[config.mk]
export PLATFORM = sky130hd
export DESIGN_NAME = msq_emit
export DESIGN_NICKNAME = d
export VERILOG_FILES = /design/src/rtl/core/msq_pkg.sv /design/src/rtl/core/msq_emit.sv
export SDC_FILE = /design/constraint.sdc
export NUM_CORES = 2
export LEC_CHECK = 0
export ABC_AREA = 0
export BUFFER_PORTS_ARGS = -buffer_cell sky130_fd_sc_hd__clkbuf_2
export CAP_MARGIN = 40
export CELL_PAD_IN_SITES_DETAIL_PLACEMENT = 1
export CELL_PAD_IN_SITES_GLOBAL_PLACEMENT = 2
export CORE_UTILIZATION = 49
export DETAILED_ROUTE_END_ITERATION = 8
export PLACE_DENSITY_LB_ADDON = 0.1
export RECOVER_POWER = 50
export SETUP_SLACK_MARGIN = 0.3
export SYNTH_ARGS = -nofsm -noshare
export SYNTH_HDL_FRONTEND = slang
export SYNTH_SLANG_ARGS = --single-unit
[constraint.sdc]
create_clock -name clk_i -period 18.9 [get_ports clk_i]
set_clock_uncertainty 0.1 [all_clocks]
set_input_delay 0.945 -clock clk_i [delete_from_list [all_inputs] [get_ports clk_i]]
set_output_delay 0.945 -clock clk_i [all_outputs]
set_load 0.01 [all_outputs]
[src/rtl/core/msq_pkg.sv]
// Package for the marching squares cell: widths, edge codes, case tables.
// No dependencies.
`timescale 1ns / 1ps
package msq_pkg;
  localparam int unsigned GridDimDefault    = 1024;
  localparam int unsigned LevelCountDefault = 64;
  localparam int unsigned CoordW = 10;
  localparam int unsigned HeightW = 16;
  localparam int unsigned TagW = 6;
  localparam int unsigned PointW = 19;
  localparam int unsigned FracW = 9;
  localparam int unsigned QuoW = 26;

  typedef enum logic [1:0] {
    EdgeBottom = 2'd0,
    EdgeRight  = 2'd1,
    EdgeTop    = 2'd2,
    EdgeLeft   = 2'd3
  } edge_e;

  typedef struct packed {
    logic [1:0] n;
    edge_e      e0;
    edge_e      e1;
    edge_e      e2;
    edge_e      e3;
  } segs_t;

  function automatic segs_t case_segs(input logic [3:0] idx, input logic alt);
    segs_t s;
    s = '{n: 2'd1, e0: EdgeBottom, e1: EdgeBottom, e2: EdgeBottom, e3: EdgeBottom};
    case (idx)
      4'd0, 4'd15: s.n = 2'd0;
      4'd1:  begin s.e0 = EdgeBottom; s.e1 = EdgeLeft;   end
      4'd2:  begin s.e0 = EdgeRight;  s.e1 = EdgeBottom; end
      4'd3:  begin s.e0 = EdgeRight;  s.e1 = EdgeLeft;   end
      4'd4:  begin s.e0 = EdgeTop;    s.e1 = EdgeRight;  end
      4'd5: begin
        s.n = 2'd2;
        if (alt) begin
          s.e0 = EdgeBottom; s.e1 = EdgeRight; s.e2 = EdgeTop; s.e3 = EdgeLeft;
        end else begin
          s.e0 = EdgeBottom; s.e1 = EdgeLeft; s.e2 = EdgeTop; s.e3 = EdgeRight;
        end
      end
      4'd6:  begin s.e0 = EdgeTop;    s.e1 = EdgeBottom; end
      4'd7:  begin s.e0 = EdgeTop;    s.e1 = EdgeLeft;   end
      4'd8:  begin s.e0 = EdgeLeft;   s.e1 = EdgeTop;    end
      4'd9:  begin s.e0 = EdgeBottom; s.e1 = EdgeTop;    end
      4'd10: begin
        s.n = 2'd2;
        if (alt) begin
          s.e0 = EdgeLeft; s.e1 = EdgeBottom; s.e2 = EdgeRight; s.e3 = EdgeTop;
        end else begin
          s.e0 = EdgeRight; s.e1 = EdgeBottom; s.e2 = EdgeLeft; s.e3 = EdgeTop;
        end
      end
      4'd11: begin s.e0 = EdgeRight;  s.e1 = EdgeTop;    end
      4'd12: begin s.e0 = EdgeLeft;   s.e1 = EdgeRight;  end
      4'd13: begin s.e0 = EdgeBottom; s.e1 = EdgeRight;  end
      4'd14: begin s.e0 = EdgeLeft;   s.e1 = EdgeBottom; end
      default: s.n = 2'd0;
    endcase
    return s;
  endfunction
endpackage

[src/rtl/core/msq_emit.sv]
// Output sequencer: buffers finished cells and emits up to two segments each.
// Uses msq_pkg types.
`timescale 1ns / 1ps
module msq_emit #(
  parameter int unsigned Depth = 16
) (
  input  logic                              clk_i,
  input  logic                              rst_ni,
  input  logic                              valid_i,
  input  logic [msq_pkg::TagW-1:0]          tag_i,
  input  msq_pkg::segs_t                    segs_i,
  input  logic [4*msq_pkg::PointW*2-1:0]    pts_i,
  output logic                              full_o,
  output logic                              seg_valid_o,
  output logic [msq_pkg::TagW-1:0]          tag_o,
  output logic [msq_pkg::PointW-1:0]        from_x_o,
  output logic [msq_pkg::PointW-1:0]        from_y_o,
  output logic [msq_pkg::PointW-1:0]        to_x_o,
  output logic [msq_pkg::PointW-1:0]        to_y_o,
  output logic [1:0]                        from_edge_o,
  output logic [1:0]                        to_edge_o,
  output logic                              last_o
);
  localparam int unsigned AW = $clog2(Depth);
  localparam int unsigned PW = msq_pkg::PointW;
  typedef struct packed {
    logic [msq_pkg::TagW-1:0] tag;
    msq_pkg::segs_t           segs;
    logic [8*PW-1:0]          pts;
  } ent_t;

  ent_t          mem_q [Depth];
  logic [AW-1:0] wp_q, rp_q;
  logic [AW:0]   cnt_q;
  logic          k_q;
  logic          pop, lastseg, push;
  ent_t          h;
  logic [1:0]    fe, te;

  assign push = valid_i && (segs_i.n != 2'd0);
  assign h    = mem_q[rp_q];
  assign lastseg = (h.segs.n == 2'd1) || k_q;
  assign pop  = (cnt_q != '0) && lastseg;
  // points packed per edge: {x,y} for edges 3..0
  assign fe = k_q ? h.segs.e2 : h.segs.e0;
  assign te = k_q ? h.segs.e3 : h.segs.e1;
  assign full_o = cnt_q >= (AW+1)'(Depth - 12);

  always_ff @(posedge clk_i or negedge rst_ni) begin
    if (!rst_ni) begin
      wp_q <= '0; rp_q <= '0; cnt_q <= '0; k_q <= 1'b0; seg_valid_o <= 1'b0;
    end else begin
      if (push) wp_q <= wp_q + 1'b1;
      if (pop) rp_q <= rp_q + 1'b1;
      cnt_q <= cnt_q + (AW+1)'(push) - (AW+1)'(pop);
      if (cnt_q != '0) k_q <= !lastseg;
      seg_valid_o <= cnt_q != '0;
    end
  end

  always_ff @(posedge clk_i) begin
    if (push) mem_q[wp_q] <= '{tag: tag_i, segs: segs_i, pts: pts_i};
    tag_o       <= h.tag;
    from_x_o    <= h.pts[fe*2*PW+PW +: PW];
    from_y_o    <= h.pts[fe*2*PW +: PW];
    to_x_o      <= h.pts[te*2*PW+PW +: PW];
    to_y_o      <= h.pts[te*2*PW +: PW];
    from_edge_o <= fe;
    to_edge_o   <= te;
    last_o      <= lastseg;
  end

  assert property (@(posedge clk_i) disable iff (!rst_ni) cnt_q <= (AW+1)'(Depth))
    else $error("emit queue overflow");
  assert property (@(posedge clk_i) disable iff (!rst_ni) k_q |-> h.segs.n == 2'd2)
    else $error("second segment on single-segment cell");
  assert property (@(posedge clk_i) disable iff (!rst_ni) k_q |=> !k_q)
    else $error("more than two segments");
endmodule

-- Word level (Yosys, flattened, before mapping)
Memory sizes are Yosys's and may differ from the RTL's.
Index checks and enable logic that the tools add are counted.
- flip-flop bits (word level): 102
- logic and storage cells: 38
- input bits: 171
- output and inout bits: 89
- bits in writable memories: 2688
- memories: 1
- memory list (name ; depth ; width ; read ports ; clocked after Yosys merged registers in ; write ports ; RTL line ; source):
    mem_q ; 16 ; 168 ; 1 ; 0 ; 1 ; msq_emit.sv:32 ; ent_t mem_q [Depth];
- order comparisons: 1
- equality and inequality tests: 1
- multiply operators: 2
- $add $sub $neg: 6
- reduce and logical (&&, ||, !) cells: 6
- shift operators: 4
- multiplexer cells: 4
- operators with widths (kind ; count):
    152-bit by 11-bit variable part select with 19-bit output ; 2
    152-bit by 9-bit variable part select with 19-bit output ; 2
    9-bit by 5-bit adder with 10-bit output (second input constant) ; 2
    2-bit by 5-bit multiplier with 7-bit output (second input constant) ; 2
    4-bit by 1-bit adder with 4-bit output (second input constant) ; 2
    5-bit by 1-bit adder with 5-bit output ; 1
    5-bit by 3-bit greater-or-equal comparator with 1-bit output (second input constant) ; 1
    5-bit nonzero test ; 1
    5-bit by 1-bit subtractor with 5-bit output ; 1
    2-bit two-way mux ; 2
    2-bit by 1-bit == test with 1-bit output (second input constant) ; 1
    1-bit logical AND ; 2
    1-bit two-way mux ; 2
    2-bit nonzero test ; 1
    1-bit logical NOT ; 1
    1-bit logical OR ; 1

-- Depth between registers and ports, before layout
An unclocked memory read counts as a cell.
- depth in word-level cells: 5
- gate-level depth with buffers: 20
- mapped depth without buffers: 15

-- Worst setup path before layout
No wires, ideal clock.
- path type: input to register
- start point: input segs_i[9] (netlist bit)
- end point: memory mem_q[3][0] (netlist bit) (enable)
- setup time: 901 ps
- data arrival time: 12813 ps
- path buffers: 1
- stages on the path: 4
- data required time: 17899 ps
- path slack: 5086 ps
- cells stage by stage: o21a_1 > clkbuf_1 > nand2_1 > nor3_1
- cells in the longest elaborated chain, start to end: 4
- RTL lines (element ; RTL line ; source):
    start, declared ; msq_emit.sv:11 ; input msq_pkg::segs_t segs_i,
    2-bit nonzero test ; msq_emit.sv:40 ; assign push = valid_i && (segs_i.n != 2'd0);
    1-bit logical AND ; msq_emit.sv:40 ;
    1-bit two-way mux ; msq_emit.sv:62 ; if (push) mem_q[wp_q] <= '{tag: tag_i, segs: segs_i, pts: pts_i};
    1-bit two-way mux (not written as such) ; msq_emit.sv:62 ;
    end, declared ; msq_emit.sv:32 ;
Every way passes these cells.

-- Worst setup path after layout
- start point: input segs_i[9] (netlist bit)
- end point: memory mem_q[7][65] (netlist bit) (enable)
Same word-level chain as after synthesis.

==> qor.txt <==
std cell rows: 171
cell taking the most area after synthesis: edfxtp_1
final worst slack: 13.40 ns
fin nets: 5,861
worst vdd ir: 0.000215 V
drt drc: 0
vias in the first global route: 57,532
status: finished with violations
Tcrit/Tclk final: 0.291
Post CTS Setup Buffer Count: 0
Max Freq: 182 MHz
grt total ovfl: 0
die span in x: 470 um
worst path bufs/invs: 4
total CTS buffers: 308
yosys warns: 0
HPWL after detailed placement: 160 mm
RSZ-0062 raised after global routing: no
leakage: 0.0407 uW
Crit path largest cell delay: 1.22 ns
largest cells by area after synthesis: edfxtp_1, mux2i_1, mux4_2, a221oi_1, dfxtp_1
HP Class: flop to flop
ys flop type: edfxtp_1
post-cts gate resize count: 0
Rel. slew slack: -0.286
most instantiated cells after synthesis: edfxtp_1, mux2i_1, mux4_2, a221oi_1, nand2_1
Clock Sinks: 2,790
crit-path cells: clkbuf_1 -> o21a_1 -> nand2_1 -> nor2_1 -> buf_4 -> buf_12 -> buf_4
Synth Cell Area: 107,000 sq um
synthesized instance count: 5,257
fin cells: 8,760
Longest Clk Path Bufs: 4
setup tns final: 0 ns
Placer Congestion: 0.749
core area: 217,000 sq um
CTS tree: yes
EDFF count, synth: 2,688
Max-cap violations: 6
Yosys top cell area share: 0.753
drt pass-1 iters: 5
#FFs+latches synth: 2,790
critical path arrival: 5.91 ns
post-detailed-route via-to-cell ratio: 6.25
post-synthesis sequential area ratio: 0.773
Final ANT Viol Nets: 0
critical path's most frequent cell: buf_4
post-layout min period: 5.50 ns
first-pass GRT wire length: 422 mm
die height: 470 um
syn_nets: 5,441
final setup fails: 0
Total Wirelength: 296 mm
power per cell area: 165 nW/um^2
Unique masters post-synth: 42
Ports: 260
violated checks: max-capacitance violations, max-slew violations
largest net degree at the start of global routing: 124
CP delay by family, top: buffers and inverters
Worst Path Required: 19.31 ns
top-count cell post-synth: edfxtp_1
CP max-delay cell: nor2_1
initial core utilization: 0.494
placed cell area: 113,000 sq um
clk slew on worst S/H paths: 0.06 ns
Tot GR Track Use: 0.269
Pins Over Slew Limit: 80
antenna violations before repair: 54
wire per inst: 33.8 um
H-tree Lvls: 5
DP Cell Count: 8,220
overall power: 20,000 uW
CP Launch Type: input pin
initial DRC count: 5,052
Area Growth Syn to Fin: 13.5%
layout cells sized above 1: 0.168
ys async rst share: 0.00538
Place WS: 13.53 ns
Die ar.: 221,000 sq um
crit path capture type: flop
Finished Cell Area: 122,000 sq um
Setup CP Type: input pin to flop
clk_lat worst skew: 0.93 ns
via count: 54,720
Root Driver: clkbuf_16
post-synthesis area per instance: 20.4 sq um
slew of the pin with the lowest slew margin: 1.92 ns
Port Buffer Count: 259
Hold Vio Cnt, Final: 0
Max FO, Critical Path: 83
area by class of cell:
cell class / count / area [sq um]
Inverter: 21 / 86.3
Clock inverter: 102 / 803
Fill cell: 18604 / 95500
Tap cell: 2854 / 3570
Sequential cell: 2790 / 82800
Clock buffer: 421 / 8330
Timing Repair Buffer: 414 / 3130
Antenna cell: 16 / 40.0
Multi-Input combinational cell: 2142 / 22800
placed cells by master (no fill, tap or decap), types with 5 or more instances in the layout:
cell type	synthesis	final
edfxtp_1	2688	2688
mux2i_1	880	879
mux4_2	343	343
a221oi_1	317	317
clkbuf_16	0	314
clkbuf_1	144	273
nand2_1	181	181
a22oi_1	164	164
o21ai_0	161	161
buf_4	47	98
clkbuf_2	0	90
dfxtp_1	87	87
clkinv_1	0	43
clkinv_2	0	42
buf_16	0	32
inv_1	20	20
buf_12	0	20
diode_2	0	16
nor2_1	18	13
bufinv_16	0	13
ha_1	12	12
dfrtp_1	15	11
nor2b_1	8	7
clkbuf_8	0	7
nand3_1	6	6
nand2b_1	5	5
mux2_2	5	5
xnor2_1	5	5
nor2_4	0	5
logic make-up (layout without fill, tap and decap cells):
| family | count (synthesis) | after routing | share of synthesized area |
|---|---|---|---|
| other cells | 0 | 16 | 0 |
| buf+inv | 325 | 958 | 0.0151 |
| flops | 2790 | 2790 | 0.773 |
| mux | 1228 | 1228 | 0.155 |
| fa+ha+maj | 13 | 13 | 0.00159 |
| simple gates | 231 | 231 | 0.00874 |
| compound gates | 661 | 661 | 0.0463 |
| xor+xnor | 9 | 9 | 0.000735 |
where the power goes:
part,internal (uW),leakage (uW),switching [uW]
clock network,3240,0.00447,2320
registers,7390,0.0252,253
logic,2530,0.0111,4320
what timing repair did:
item,CTS,global route
hold buffers,1,0
endpoints found under the setup margin,0,0
hold endpoints to repair,15,0
path summary, 6_finish.rpt:
path	startpoint	to	slack, ns	cells after the start
worst max-delay path	segs_i[9]	mem_q[7][65]	13.40	7
worst min-delay path	cnt_q[0]	cnt_q[0]	0.42	1
worst max register to register	rp_q[0]	to_y_o[8]	13.58	14
worst min register to register	cnt_q[0]	cnt_q[0]	0.42	1
max in group asynchronous	rst_ni	rp_q[0]	17.51	2
min in group asynchronous	rst_ni	cnt_q[4]	0.56	2
flip-flops by register name, summed over array words and instances (netlist names), 2 cells and up:
register     cells
mem_q         2688
from_x_o        19
from_y_o        19
to_x_o          19
to_y_o          19
tag_o            6
cnt_q            5
rp_q             4
wp_q             4
from_edge_o      2
to_edge_o        2
stage by stage:
stage	utilization	hold WS (ns)
after global placement	0.514	0.404
after detailed placement	0.519	0.417
after floorplan	-	0.380
after global routing	0.560	0.405
after CTS	0.561	0.243
final	0.560	0.415
metal layers:
| metal | share of wire | vias to the layer above | routed length [um] | GRT usage |
|---|---|---|---|---|
| li1 | - | 22839 | - | - |
| met4 | 0.018 | 40 | 5480 | 0.0590 |
| met2 | 0.47 | 1635 | 140000 | 0.420 |
| met3 | 0.067 | 402 | 19900 | 0.0538 |
| met5 | 0.00089 | - | 264 | 0 |
| met1 | 0.44 | 29804 | 131000 | 0.392 |
Power figures use the tool's default switching activity.
