$ cat src/rtl/core/msq_div.sv
// Pipelined restoring divider for one edge crossing fraction, one quotient bit per stage.
// Widths come from its parameters; it does not use msq_pkg.
`timescale 1ns / 1ps
module msq_div #(
  parameter int unsigned NumW = 25,
  parameter int unsigned DenW = 17,
  parameter int unsigned QW   = 9,
  parameter int unsigned TagW = 1
) (
  input  logic            clk_i,
  input  logic            rst_ni,
  input  logic            valid_i,
  input  logic [NumW-1:0] num_i,
  input  logic [DenW-1:0] den_i,
  input  logic [TagW-1:0] tag_i,
  output logic            valid_o,
  output logic [QW-1:0]   quo_o,
  output logic [TagW-1:0] tag_o
);
  // numerator must stay below den*2^QW; its bits above QW seed the remainder
  localparam int unsigned RemW = DenW + 1;
  logic [QW:0]           v_q;
  logic [NumW-1:0]       n_q [QW+1];
  logic [DenW-1:0]       d_q [QW+1];
  logic [RemW-1:0]       r_q [QW+1];
  logic [QW-1:0]         qb_q [QW+1];
  logic [TagW-1:0]       t_q [QW+1];

  always_ff @(posedge clk_i or negedge rst_ni) begin
    if (!rst_ni) v_q <= '0;
    else v_q <= {v_q[QW-1:0], valid_i};
  end

  always_ff @(posedge clk_i) begin
    n_q[0] <= num_i; d_q[0] <= den_i; r_q[0] <= RemW'(num_i >> QW); qb_q[0] <= '0;
    t_q[0] <= tag_i;
  end

  for (genvar s = 0; s < QW; s++) begin : g_stage
    logic [RemW-1:0] sh;
    logic            ge;
    assign sh = {r_q[s][RemW-2:0], n_q[s][QW-1-s]};
    assign ge = sh >= {1'b0, d_q[s]};
    always_ff @(posedge clk_i) begin
      n_q[s+1]  <= n_q[s];
      d_q[s+1]  <= d_q[s];
      t_q[s+1]  <= t_q[s];
      r_q[s+1]  <= ge ? sh - {1'b0, d_q[s]} : sh;
      qb_q[s+1] <= {qb_q[s][QW-2:0], ge};
    end
  end

  assign valid_o = v_q[QW];
  assign quo_o   = qb_q[QW];
  assign tag_o   = t_q[QW];
endmodule

$ cat config.mk
export PLATFORM = sky130hd
export DESIGN_NAME = msq_div
export DESIGN_NICKNAME = d
export VERILOG_FILES = /design/src/rtl/core/msq_div.sv
export SDC_FILE = /design/constraint.sdc
export NUM_CORES = 1
export LEC_CHECK = 0
export BUFFER_PORTS_ARGS = -buffer_cell sky130_fd_sc_hd__buf_2
export CAP_MARGIN = 10
export CELL_PAD_IN_SITES_DETAIL_PLACEMENT = 0
export CELL_PAD_IN_SITES_GLOBAL_PLACEMENT = 1
export CORE_ASPECT_RATIO = 1.4
export CORE_MARGIN = 1
export CORE_UTILIZATION = 51
export CTS_BUF_LIST = sky130_fd_sc_hd__clkbuf_8
export CTS_CLUSTER_DIAMETER = 100
export DETAILED_ROUTE_END_ITERATION = 12
export MAX_ROUTING_LAYER = met4
export PLACE_DENSITY_LB_ADDON = 0.1
export SETUP_SLACK_MARGIN = 0.3
export SYNTH_ARGS = -nofsm -noshare
export SYNTH_HDL_FRONTEND = slang
export SYNTH_SLANG_ARGS = --single-unit
$ cat constraint.sdc
create_clock -name clk_i -period 3.97 [get_ports clk_i]
set_input_delay 0.794 -clock clk_i [delete_from_list [all_inputs] [get_ports clk_i]]
set_output_delay 0.794 -clock clk_i [all_outputs]
set_load 0.01 [all_outputs]
## Word-level counts from Yosys, hierarchy flattened

Memory sizes are Yosys's and may differ from the RTL's.
Index checks and enable logic that the tools add are counted.

| operators by class | value |
|---|---|
| muxes and demuxes | 9 |
| add/subtract/negate cells | 9 |
| magnitude comparators | 9 |

Operators with widths:

| cell | number |
|---|---|
| >= comparator 18 x 17 -> 1 bit | 9 |
| two-way mux 18 bit | 9 |
| subtractor 18 x 17 -> 18 bit | 9 |

| word-level totals | value |
|---|---|
| bits in writable memories | 700 |
| flip-flop bits (word level) | 10 |
| memories | 5 |

Memories:

| name | words | bits a word | rd ports | clocked after Yosys merged registers in | wr ports | RTL line | source |
|---|---|---|---|---|---|---|---|
| n_q | 10 | 25 | 9 | 0 | 10 | 23 | `logic [NumW-1:0] n_q [QW+1];` |
| r_q | 10 | 18 | 9 | 0 | 10 | 25 | `logic [RemW-1:0] r_q [QW+1];` |
| d_q | 10 | 17 | 9 | 0 | 10 | 24 | `logic [DenW-1:0] d_q [QW+1];` |
| qb_q | 10 | 9 | 10 | 0 | 10 | 26 | `logic [QW-1:0] qb_q [QW+1];` |
| t_q | 10 | 1 | 10 | 0 | 10 | 27 | `logic [TagW-1:0] t_q [QW+1];` |

## Logic depth before layout (Yosys ltp)

Gate-level depths: netlist (run 1).

| logic depth | value |
|---|---|
| depth in word-level cells | 2 |
| mapped depth | 13 |

## Worst setup path after synthesis (run 1)

No wires, ideal clock.

| path | value |
|---|---|
| path type | flip-flop to flip-flop |
| start | memory n_q[4][4] |
| end | memory r_q[5][10] (netlist bit) |
| setup time | 0.121 ns |
| required time | 3.849 ns |
| arrival time | 2.739 ns |
| setup slack | 1.110 ns |
| stages on the path, launching flop included | 14 |
| cells stage by stage | dfxtp_1 inv_1 ha_1 inv_1 fa_1 a211oi_2 o21bai_1 o311ai_2 nand2_2 nor2_2 o21ai_2 a41oi_4 buf_12 mux2_4 |

RTL lines:

| what | RTL line |
|---|---|
| start, declared | 23 |
| end, declared | 25 |

==> results.cfg, run 1 <==
[global_routing]
grt-ovfl-total = 0
grt_max_degree = 32
grt_pass1_vias = 11720
grt_util_all_layers_pct = 19.43
antenna_found_initial = 0
grt_pass1_wl_um = 50940

[clock_tree]
cts_htree_levels = 3
cts-root-buf = clkbuf_8
cts_setup_buffers = 0
clkSinkCount = 415
worstSkewPairLatency_ps = 590
hold_buffers = 0
clockBufferDepth = 3
numCtsBuffers = 66
cts_tree = yes
cts.repair.resized = 0
cts.clk_slew.worst_paths_ps = 70

[timing]
max_slew_margin_pct = 35.97
fin_crit_ps = 3332
max_freq_mhz = 300.1
slew_violations = 0
rsz0062_at_grt = false
timing.setup.tns_ps = 0
fin_crit_sh_pct = 83.94
setup_viol = 0
fin_ws_ps = 637.5
hold_viol_final = 0
worst_slew_pin_slew_ps = 960.4
clock_skew_ps = 16.05

[final_layout]
drive_above_1_share_pct = 15.01
final_nets = 1941
diodes = 0
final_cells = 2219
area_growth_pct = 11.49

[route]
avgViaCountPerCell = 5.079
drtAntennaViolNets = 0
drtIter0Drc = 400
drt-pass1-iter-count = 4
routed_wl_um = 30890
drcViolationCount = 0
wl_per_cell_um = 13.92
vias = 11271

[place]
placed_cells = 2106
dp.final_hpwl_um = 23800
routabilityCongestion = 0.9108
dp_worst_setup_slack_ps = 675.5
numPortBuffers = 56

[setup_path]
path_max_fanout = 31
crit_type = reg -> reg
cp.arrival_ps = 3810
cp-start-kind = flip-flop
cp-end-kind = flip-flop
cp.required_ps = 4440

[yosys]
synth-seq-area-share_pct = 49.03
synth_edf_count = 0
synth_top_area_share_pct = 47.56
avgSynthCellArea_sq_um = 10.49
synthesis.area_sq_mm = 0.01705
syn-num-nets = 1832
synthCells = 1625
synth_most_common_cell = dfxtp_1
async_flop_share_pct = 2.410
yosys_warnings = 0
synthTopCellsByArea = dfxtp_1 (48%), ha_1 (11%), mux2_2 (5.4%)
ys.flop_type = dfxtp_1
synth-seq-cells = 415
synth_top_area_cell = dfxtp_1
netlist_top_cells_count = dfxtp_1 (405), inv_1 (182), ha_1 (153), a21oi_1 (116), nor2_1 (101)
synth.distinct_cells = 74

[pwr]
leakagePower_nw = 8.916
finalPower_mw = 15.58
p_per_area_mw_per_mm2 = 819.7
peakVddDrop_mv = 0.3659

[outcome]
status = completed

[die]
die_x_um = 156.5
fp-row-count = 78
die_area_sq_mm = 0.03417
ios = 57
coreArea_sq_mm = 0.03269
die_height_um = 218.3
start_util_pct = 52.14

[hold_path]
hp-class = in -> async

[flow_run]
max-cap-violations = 0
## per-layer routing
metal,global-route usage [%],wire (um)
met3,3.807,916
met2,38.87,17510
met5,-,0
met1,15.68,10950
met4,12.22,1515
## sequential cells by signal (all words and copies together), names as in the netlist
signal / flops
qb_q: 45
r_q: 136
t_q: 10
v_q: 10
n_q: 61
d_q: 153
## where the power goes
| part | internal, mW | leakage [nW] | switching (mW) |
|---|---|---|---|
| Sequential | 5.21 | 3.53 | 0.460 |
| Combinational | 3.23 | 4.67 | 3.38 |
| Clock | 1.74 | 0.712 | 1.56 |
| Total | 10.2 | 8.92 | 5.40 |
## worst max-delay path: stages (launching register included)
cell	delay (ps)
dfxtp_1	320
inv_1	60
ha_1	160
inv_1	50
fa_1	410
a211oi_1	350
o21ai_0	270
a21oi_2	260
a2111oi_0	130
a2111o_1	780
mux2_2	420
## worst paths after layout
| path | startpoint | to | slack (ps) | depth (start not counted) |
|---|---|---|---|---|
| worst max-delay path | n_q[7][1]$_DFF_P_ | r_q[8][13]$_DFF_P_ | 640 | 10 |
| worst min-delay path | rst_ni | v_q[3]$_DFF_PN0_ | 50 | 1 |
| worst max register to register | n_q[7][1]$_DFF_P_ | r_q[8][13]$_DFF_P_ | 640 | 10 |
| worst min register to register | n_q[2][3]$_DFF_P_ | n_q[3][3]$_DFF_P_ | 320 | 0 |
| max in group asynchronous | rst_ni | v_q[8]$_DFF_PN0_ | 3730 | 1 |
| min in group clk_i | num_i[13] | n_q[0][13]$_DFF_P_ | 300 | 1 |
## final cells by class
type	instances	area [sq um]
inverter	182	683.2
sequential	415	8358
clock inverter	37	171.4
multi-input combinational	1009	7888
fill	2891	13690
clock buffer	76	1046
tap	440	550.5
timing repair buffer	60	310.3
## placed cells by master (no fill, tap or decap), types with 10 or more instances in the layout
cell / netlist / routed
ha_1: 153 / 153
inv_1: 182 / 209
o21ai_0: 54 / 54
buf_2: 7 / 56
nand3_1: 18 / 18
xor2_1: 49 / 49
nor3_1: 22 / 22
a21o_1: 57 / 57
mux2_2: 82 / 82
dfrtp_1: 10 / 10
nand2_1: 61 / 61
o21a_1: 14 / 14
nand4_1: 19 / 19
xnor2_1: 56 / 56
o21bai_1: 20 / 20
a211oi_1: 14 / 14
nor2_1: 101 / 101
clkbuf_8: 0 / 76
nor2b_1: 14 / 14
dfxtp_1: 405 / 405
nand2b_1: 14 / 14
a21oi_1: 116 / 116
## logic make-up (layout without fill, tap and decap cells)
kind of cell	count (synthesis)	count (layout)	share of synthesized area [%]
simple gates	285	285	7.927
flops	415	415	49.03
buf+inv	201	355	4.705
xor+xnor	105	105	5.394
mux	96	96	6.473
fa+ha+maj	161	161	12.17
compound gates	362	362	14.30
## through the flow
| stage | cell area, sq um | utilization (%) | hold WS, ps |
|---|---|---|---|
| 6_report | 19010 | 58.14 | 46.27 |
| 3_3_place_gp | 17790 | 54.41 | 309.6 |
| 3_5_place_dp | 17790 | 54.41 | 312.1 |
| 2_1_floorplan | 17050 | - | 309.6 |
| 4_1_cts | 19010 | 58.14 | 0.6042 |
| 5_1_grt | 19010 | 58.14 | 20.54 |
No activity file was read; power rests on OpenSTA's default activity.
==> run 2, diff against run 1 <==
==> constraint.sdc (replaced) <==
create_clock -name clk_i -period 3.5 [get_ports clk_i]
set_input_delay 0.7 -clock clk_i [delete_from_list [all_inputs] [get_ports clk_i]]
set_output_delay 0.7 -clock clk_i [all_outputs]
set_load 0.01 [all_outputs]
==> results.cfg, run 2 (synthesized netlist as in run 1, its figures left out) <==
[timing]
hold_viol_final = 0
fin_crit_ps = 3072
whs_ps = 172.6
worst_slew_pin_slew_ps = 745.5
clock_skew_ps = 20.76
max_slew_margin_pct = 49.01
setup_viol = 0
fin_crit_sh_pct = 87.76
timing.setup.tns_ps = 0
max_freq_mhz = 325.6
fin_ws_ps = 428.4
rsz0062_at_grt = false
slew_violations = 0

[final_layout]
area_growth_pct = 13.31
reg_top3 = d_q (153), r_q (136), n_q (61)
diodes = 0
drive_above_1_share_pct = 16.45
layout_commonest_cell = dfxtp_1
largest-register = d_q
layout_common_cells = dfxtp_1 (405), inv_1 (194), ha_1 (153)
largest_reg_flops = 153
fin_util_pct = 59.09
final_nets = 1946

[setup_path]
cp.required_ps = 4000
cp-end-kind = flip-flop
setup.worst_path.start = n_q[7][1]$_DFF_P_
r2r-start = n_q[7][1]$_DFF_P_
path_max_fanout = 31
crit_type = reg -> reg
cp.arrival_ps = 3580
cp-start-kind = flip-flop

[pwr]
clkPwrFrac_pct = 22.9
power_frac_seq_pct = 35.2
switchingPower_mw = 6.153
finalPower_mw = 18.23
cellInternalPower_mw = 12.07
swShare_pct = 33.76
p_per_area_mw_per_mm2 = 943.6
pwr-share-comb_pct = 41.8
peakVddDrop_mv = 0.3961
leakagePower_nw = 9.023

[clock_tree]
cts.clk_slew.worst_paths_ps = 60
clockBufferDepth = 3
cts_htree_levels = 2
worstSkewPairLatency_ps = 620
clkSinkCount = 415
numCtsBuffers = 61
cts_setup_buffers = 0
cts_tree = yes
cts-root-buf = clkbuf_8

[route]
routed_wl_um = 30670
dr_wl_met2_um = 17160
drtAntennaViolNets = 0
drcViolationCount = 0
route.met3.wl_um = 939
top_layer_used = met4
drtIter0Drc = 332
wl_per_cell_um = 13.77
drt-pass1-iter-count = 4
wl_met1_um = 10730
vias = 11398
avgViaCountPerCell = 5.118

[die]
die_height_um = 218.3
die_area_sq_mm = 0.03417
die_x_um = 156.5
coreArea_sq_mm = 0.03269
ios = 57
start_util_pct = 52.14
fp-row-count = 78

[global_routing]
antenna_found_initial = 0
grt_max_degree = 32
grt_pass1_wl_um = 51090
grt_util_all_layers_pct = 19.15
grt_pass1_vias = 11883
grt-ovfl-total = 0

[flow_run]
max-cap-violations = 0

[place]
dp.final_hpwl_um = 23680
routabilityCongestion = 0.9469
dp_worst_setup_slack_ps = 16.36
numPortBuffers = 56

[hold_path]
hp-class = in -> reg
hp-start = den_i[13]

[outcome]
status = completed
-- run 2: layer usage --
| metal | vias to the layer above | track usage (%) |
|---|---|---|
| met1 | 5250 | 15.30 |
| li1 | 5828 | - |
| met3 | 111 | 3.173 |
| met2 | 209 | 38.78 |
| met5 | - | - |
| met4 | 0 | 12.32 |
-- run 2: cell type report --
type	count	area [sq um]
repair buffers	70	425.4
fillers	2874	13380
clock buffers	80	1101
multi-input cells	1009	7929
clock inverters	31	270.3
well taps	440	550.5
flip-flops and latches	415	8358
inverters	182	683.2
-- run 2: final timing paths --
kind | endpoint | slack (ps) | cells after the start
max | r_q[8][8]$_DFF_P_ | 430 | 11
min | d_q[0][13]$_DFF_P_ | 170 | 1
max reg2reg | r_q[8][8]$_DFF_P_ | 430 | 11
min reg2reg | n_q[3][1]$_DFF_P_ | 320 | 0
max in group asynchronous | v_q[2]$_DFF_PN0_ | 2830 | 2
min in group asynchronous | v_q[0]$_DFF_PN0_ | 490 | 2
-- run 2: stage by stage --
| stage | area [sq um] | instances |
|---|---|---|
| after global routing | 19320 | 2227 |
| after CTS | 19300 | 2227 |
| after global placement | 17880 | 2115 |
| after floorplan | 17050 | 1625 |
| after detailed placement | 17880 | 2115 |
| final | 19320 | 2227 |
-- run 2: what timing repair did --
item                                    in CTS  in global routing
endpoints found under the hold margin       10                  0
pin swaps                                    0                  1
gates resized for setup                      5                  5
hold buffers                                 1                  0
endpoints found under the setup margin      17                 46
-- run 2: worst max-delay path: stages (launching register included) --
cell,delay (ps)
dfxtp_1,310
inv_1,50
ha_1,150
inv_1,50
fa_1,420
a211oi_1,380
o21ai_0,200
a21oi_2,290
a2111oi_0,160
a2111o_1,400
buf_4,240
mux2_2,310
-- run 2: power by group through the flow --
stage                     logic (mW)  clock network (mW)  registers, mW
after global placement          7.45                   0           6.54
after floorplan                 6.15                   0           6.37
after global routing            8.50                4.53           6.53
final                           7.62                4.18           6.42
after detailed placement        7.54                   0           6.53
after CTS                       7.65                4.33           6.43
==> run 3, diff against run 2 <==
--- a/config.mk
+++ b/config.mk
@@ -10,7 +10,7 @@
 export CELL_PAD_IN_SITES_DETAIL_PLACEMENT = 0
 export CELL_PAD_IN_SITES_GLOBAL_PLACEMENT = 1
 export CORE_ASPECT_RATIO = 1.4
-export CORE_MARGIN = 1
+export CORE_MARGIN = 4
 export CORE_UTILIZATION = 51
 export CTS_BUF_LIST = sky130_fd_sc_hd__clkbuf_8
 export CTS_CLUSTER_DIAMETER = 100
==> results.cfg, run 3 (synthesized netlist as in run 1, its figures left out) <==
[timing]
slew_violations = 0
max_slew_margin_pct = 46.64
timing.setup.tns_ps = 0
fin_crit_ps = 3045
setup_viol = 0
worst_slew_pin_slew_ps = 780.3
fin_crit_sh_pct = 87.01
max_freq_mhz = 328.4
hold_viol_final = 0
rsz0062_at_grt = false
clock_skew_ps = 20.74

[pwr]
pwr-share-comb_pct = 42.5
cellInternalPower_mw = 11.85
clkPwrFrac_pct = 21.8
p_per_area_mw_per_mm2 = 935.5
leakagePower_nw = 8.980
peakVddDrop_mv = 0.3839
power_frac_seq_pct = 35.7
swShare_pct = 34.19
switchingPower_mw = 6.157
finalPower_mw = 18.01

[clock_tree]
cts_tree = yes
clkSinkCount = 415
cts_htree_levels = 3
cts-root-buf = clkbuf_8
numCtsBuffers = 66
worstSkewPairLatency_ps = 590
cts.clk_slew.worst_paths_ps = 70
clockBufferDepth = 3

[place]
numPortBuffers = 56
routabilityCongestion = 0.9245
dp.final_hpwl_um = 24130

[final_layout]
multi_input_area_sq_mm = 0.007938
fillers = 2930
seqCellArea_sq_mm = 0.008358
layout_commonest_cell = dfxtp_1
final_nets = 1954
layout_common_cells = dfxtp_1 (405), inv_1 (196), ha_1 (153)
area_growth_pct = 12.92
drive_above_1_share_pct = 16.25
largest-register = d_q
reg_top3 = d_q (153), r_q (136), n_q (61)
largest_reg_flops = 153

[route]
avgViaCountPerCell = 5.091
wl_per_cell_um = 14.08
drcViolationCount = 0
routed_wl_um = 31410
drt-pass1-iter-count = 4
drtIter0Drc = 363
drtAntennaViolNets = 0
vias = 11357

[setup_path]
r2r_setup_slack_ps = 450
crit_type = reg -> reg
path_max_fanout = 18
cp.required_ps = 3970
endpoint = r_q[3][8]$_DFF_P_
cp-end-kind = flip-flop
cp.arrival_ps = 3510
reg2reg_to = r_q[3][8]$_DFF_P_
setup.worst_path.start = d_q[2][0]$_DFF_P_
cp-start-kind = flip-flop
r2r-start = d_q[2][0]$_DFF_P_
r2r_cells = 12

[global_routing]
grt_util_all_layers_pct = 18.27
grt_pass1_vias = 12073
grt_max_degree = 32
grt_pass1_wl_um = 52960
grt-ovfl-total = 0
antenna_found_initial = 1

[die]
fp-row-count = 79
die_area_sq_mm = 0.03646
die_x_um = 162.5
start_util_pct = 51.48
coreArea_sq_mm = 0.03311
ios = 57
die_height_um = 224.3

[outcome]
status = completed

[hold_path]
hp-class = in -> reg

[flow_run]
max-cap-violations = 0
[run 3: cell count changes in the layout (fill, tap and decap cells not counted), moves of 2 or more]
cell        before  now
clkinv_2        12    6
buf_4           10   13
bufinv_16        5    2
clkbuf_8        80   78
clkinvlp_4       2    4
inv_1          194  196
inv_6            0    2
[run 3: stage by stage]
step           instance area (sq um)  instances  hold WS (ps)  utilization (%)  worst slack [ps]
4_1_cts                        19200       2228         157.7            58.00             340.0
5_1_grt                        19250       2231         161.3            58.13             327.7
3_5_place_dp                   17900       2121         312.1            54.05             37.20
2_1_floorplan                  17050       1625         309.6                -             639.8
6_report                       19250       2231         208.1            58.13             454.7
3_3_place_gp                   17900       2121         309.5            54.05             44.13
[run 3: layout make-up]
class,instances,share of cell area [%]
well taps,445,2.892
repair buffers,73,2.327
inverters,182,3.549
clock inverters,28,0.9880
multi-input cells,1009,41.23
diodes,1,0.01300
flip-flops and latches,415,43.42
clock buffers,78,5.577
[run 3: power groups by stage]
stage                     Combinational, mW  Clock, mW  Sequential (mW)
final                                  7.66       3.93             6.42
after global routing                   8.55       4.32             6.55
after CTS                              7.68       4.09             6.44
after detailed placement               7.56          0             6.53
after global placement                 7.51          0             6.53
after floorplan                        6.15          0             6.37
[run 3: worst min path at each step]
stage,cells past startpoint,start,to,slack (ps)
after floorplan,0,n_q[0][0]$_DFF_P_,n_q[1][0]$_DFF_P_,310
after global placement,0,qb_q[8][6]$_DFF_P_,qb_q[9][7]$_DFF_P_,310
after detailed placement,0,n_q[2][4]$_DFF_P_,n_q[3][4]$_DFF_P_,310
after CTS,1,den_i[4],d_q[0][4]$_DFF_P_,160
after global routing,1,num_i[9],n_q[0][9]$_DFF_P_,160
final,1,num_i[10],n_q[0][10]$_DFF_P_,210
[run 3: layer usage]
layer / GRT usage [%] / vias up / share of wire [%]
met5: - / - / 0
met4: 11.88 / 0 / 5.7
met3: 3.446 / 102 / 3.3
met1: 15.47 / 5202 / 35
li1: - / 5851 / -
met2: 35.52 / 202 / 56
[run 3: what timing repair did]
action | CTS | global route
endpoints found under the hold margin | 10 | 0
pin swaps | 0 | 2
hold buffers | 1 | 0
setup buffers | 0 | 2
endpoints found under the setup margin | 17 | 67
gates resized for setup | 5 | 8
[run 3: worst max-delay path: stages (launching register included)]
cell	delay, ps
dfxtp_1	350
ha_1	170
inv_1	50
fa_1	420
a211oi_1	250
o21ai_1	140
nand2_1	140
a31oi_4	160
a41oi_4	300
o21ai_2	130
a41oi_4	250
buf_12	190
mux2_2	350
